==> config.mk <==
export PLATFORM = sky130hd
export DESIGN_NAME = dfspf_ram
export DESIGN_NICKNAME = d
export VERILOG_FILES = /design/src/dfspf_ram.sv
export SDC_FILE = /design/constraint.sdc
export NUM_CORES = 1
export LEC_CHECK = 0
export ABC_AREA = 1
export BUFFER_PORTS_ARGS = -buffer_cell sky130_fd_sc_hd__buf_2
export CORE_MARGIN = 2
export CORE_UTILIZATION = 65
export DETAILED_ROUTE_END_ITERATION = 16
export PLACE_DENSITY_LB_ADDON = 0.08
export SLEW_MARGIN = 10
export SYNTH_ARGS = -nofsm -noshare
export SYNTH_HDL_FRONTEND = slang
export SYNTH_SLANG_ARGS = --single-unit
==> constraint.sdc <==
create_clock -name clock -period 2.89 [get_ports clock]
set_input_delay 0.1445 -clock clock [delete_from_list [all_inputs] [get_ports clock]]
set_output_delay 0.1445 -clock clock [all_outputs]
set_load 0.02 [all_outputs]
==> src/dfspf_ram.sv <==
// ---------------------------------------------------------------------------
// dfspf_ram - generic single-port-write, single-port-read RAM
// One write and one registered read per cycle; read data holds without re.
// ---------------------------------------------------------------------------
`default_nettype none

module dfspf_ram #(
   parameter int WIDTH = 8,
   parameter int DEPTH = 64,
   localparam int ADDR_W = (DEPTH > 1) ? $clog2(DEPTH) : 1
) (
   input  wire logic              clock,
   input  wire logic              we,
   input  wire logic [ADDR_W-1:0] waddr,
   input  wire logic [WIDTH-1:0]  wdata,
   input  wire logic              re,
   input  wire logic [ADDR_W-1:0] raddr,
   output logic      [WIDTH-1:0]  rdata
);

   logic [WIDTH-1:0] mem [DEPTH];
   logic [WIDTH-1:0] rdata_ff;

   always_ff @(posedge clock) begin
      if (we) begin
         mem[waddr] <= wdata;
      end
      if (re) begin
         rdata_ff <= mem[raddr];
      end
   end

   assign rdata = rdata_ff;

endmodule

`default_nettype wire

==> impl_metrics.csv <==
group,metric,value,unit
status,outcome,"complete, no violations",
drt,wirelength,52100,um
job,cap_viol_max_count,0,
cts,clk_pin_slew,0.06,ns
power_and_ir_drop,fin_total_pwr,15900,uW
hold_path,hp-class,"in2reg",
synth,syn_nets,1828,
cts,cts_resized,0,
cts,cts_made_buffers,50,
floorplanning,coreArea,32500,sq um
global_routing,gr-total-overflow,0,
worst_setup_path,crit_family,"simple AND/OR/NAND/NOR gates",
worst_setup_path,crit_end,"mem[56][6]",
worst_setup_path,crit_slowest_cell,"nor2_1",
global_routing,antenna_found_initial,4,
floorplanning,ios,31,
sta,worst_slew_pin_slew,0.901,ns
finish,drive_gt1_share,9.56,%
sta,period_minus_slack,1.77,ns
power_and_ir_drop,power.density,669,nW/um^2
drt,routed-via-count,14100,
floorplanning,dieArea,34400,sq um
sta,rsz0062_at_grt,"no",
worst_setup_path,critPathLaunch,"waddr[0]",
floorplanning,start_util,66.0,%
synth,ys_warn_count,0,
sta,final_hold_viol_count,0,
finish,multi_input_area,4950,sq um
synth,syn_avg_cell_area,11.9,sq um
sta,setup_viol,0,
sta,fmax,566,MHz
worst_setup_path,regToRegEndpoint,"rdata[3]",
worst_setup_path,critPathCaptureType,"register",
synth,yosys_register_bits,520,
drt,drt-initial-drc-count,1944,
cts,cts_buffer_depth,3,
global_routing,grt_pass1_vias,13300,
worst_setup_path,crit_buf_inv,2,
cts,cts-root-buf,"clkbuf_16",
finish,seqCellArea,15600,sq um
global_routing,grt_max_degree,81,
power_and_ir_drop,power_leakage,0.00865,uW
drt,drt_pre_antenna_iters,5,
sta,fin_skew,0.00894,ns
worst_setup_path,r2r_setup_slack,1.40,ns
worst_setup_path,crit_type,"in2reg",
place,port_buffers,30,
worst_setup_path,crit_required,3.09,ns
place,dp_hpwl,31000,um
sta,drv_slew,0,
place,placed_area,22100,sq um
synth,ys_seq_area_share,72.9,%
finish,nets,1875,
floorplanning,die_y,186,um
worst_setup_path,cp_cell_sequence,"buf_2 > inv_1 > nand4_1 > nor2_1",
place,routabilityCongestion,0.944,
finish,stdcell_area,23700,sq um
power_and_ir_drop,vdd_ir_drop_max,0.593,mV
finish,filler_cell_count,2222,
worst_setup_path,crit_fanout,9,
cts,insertion_delay,0.57,ns
worst_setup_path,r2r_start,"mem[55][3]",
global_routing,grt_usage,31.0,%
sta,tns,0,ns
worst_setup_path,cp-start-kind,"primary input",
drt,vias_per_cell,6.02,
finish,synthToLayoutAreaGrowth,10.7,%
drt,antenna_left,0,
worst_setup_path,critical_path_arrival,1.96,ns
worst_setup_path,reg2regPathDepth,8,
drt,drc_errors,0,
sta,relSlewSlack,39.9,%
worst_setup_path,cp.depth,4,
synth,yosys.cell_types.count,15,
global_routing,grt_pass1_wl,78100,um
floorplanning,fp-row-count,66,
cts,cts_tree,"done",
cts,cts-htree-levels,2,
cts,cts_sinks,520,
worst_setup_path,max_stage_delay,0.83,ns
drt,wire_per_inst,22.3,um
synth,synthCells,1805,
synth,synth_area,21400,sq um
floorplanning,die_w,186,um
sta,finalCritPeriodShare,61.1,%
synth_stat cells:
library cell  count  area (sq um)
buf_1            10          37.5
buf_2            37           185
buf_4            14           105
buf_6            35           394
buf_8             2          30.0
clkbuf_1         15          56.3
edfxtp_1        520         15600
inv_1            10          37.5
inv_2             1          3.75
inv_6             1          8.76
nand2_1         648          2430
nand3_1         439          2200
nand4_1           9          56.3
nor2_1           56           210
nor4_1            8          50.1
power breakdown:
group / switching [uW] / internal (uW) / leakage [uW]
Clock: 2710 / 3770 / 0.000807
Combinational: 743 / 253 / 0.00315
Sequential: 20.7 / 8360 / 0.00469
worst min-delay path by stage:
stage	from	endpoint	slack [ns]	cells after the start
final	wdata[4]	mem[53][4]	0.05	1
after CTS	wdata[4]	mem[53][4]	0.04	1
after detailed placement	re	rdata[1]	0.52	1
after global routing	wdata[4]	mem[53][4]	0.06	1
after floorplan	wdata[0]	mem[0][0]	0.24	0
after global placement	re	rdata[1]	0.52	1
sequential cells by signal, indices dropped and copies added, names as in the netlist:
signal and cells:
rdata 8, mem 512
metrics by stage:
| step | worst slack, ns | hold WS, ns | cells | util [%] |
|---|---|---|---|---|
| 2_1_floorplan | 0.979 | 0.243 | 1805 | - |
| 3_3_place_gp | 0.551 | 0.517 | 2239 | 67.9 |
| 3_5_place_dp | 0.525 | 0.518 | 2239 | 67.9 |
| 4_1_cts | 1.11 | 0.0433 | 2335 | 73.1 |
| 5_1_grt | 1.02 | 0.0591 | 2338 | 73.1 |
| 6_report | 1.12 | 0.0482 | 2339 | 73.1 |
final cells by class:
cell class	count	area share [%]
Multi-Input combinational cell	1160	20.9
Tap cell	442	2.33
Clock buffer	61	5.72
Sequential cell	520	65.8
Clock inverter	32	1.15
Antenna cell	4	0.0422
Timing Repair Buffer	108	3.86
Inverter	12	0.222
cell families after synthesis:
family / Yosys count / share of synthesized area, %
buffers and inverters: 125 / 4.01
DFF: 520 / 72.9
and+or+nand+nor: 1160 / 23.1
repair_timing:
action,in CTS,in global routing
setup buffers,0,0
hold buffers,3,0
hold endpoints to repair,22,0
cells in the final DEF, fill, tap and decap left out, types with 9 or more instances in the layout:
cell / instances
nand2_1: 648
edfxtp_1: 520
nand3_1: 439
buf_4: 63
nor2_1: 56
clkbuf_16: 53
buf_2: 28
clkinv_2: 14
buf_12: 13
clkinv_1: 12
inv_1: 9
nand4_1: 9
layer usage:
layer | GRT usage (%) | vias to the layer above | routed length [um]
li1 | - | 6446 | -
met1 | 44.3 | 6715 | 20400
met2 | 48.3 | 791 | 24600
met3 | 5.87 | 121 | 5360
met4 | 11.3 | 0 | 1800
met5 | 0 | - | 0
Power figures use the tool's default switching activity.
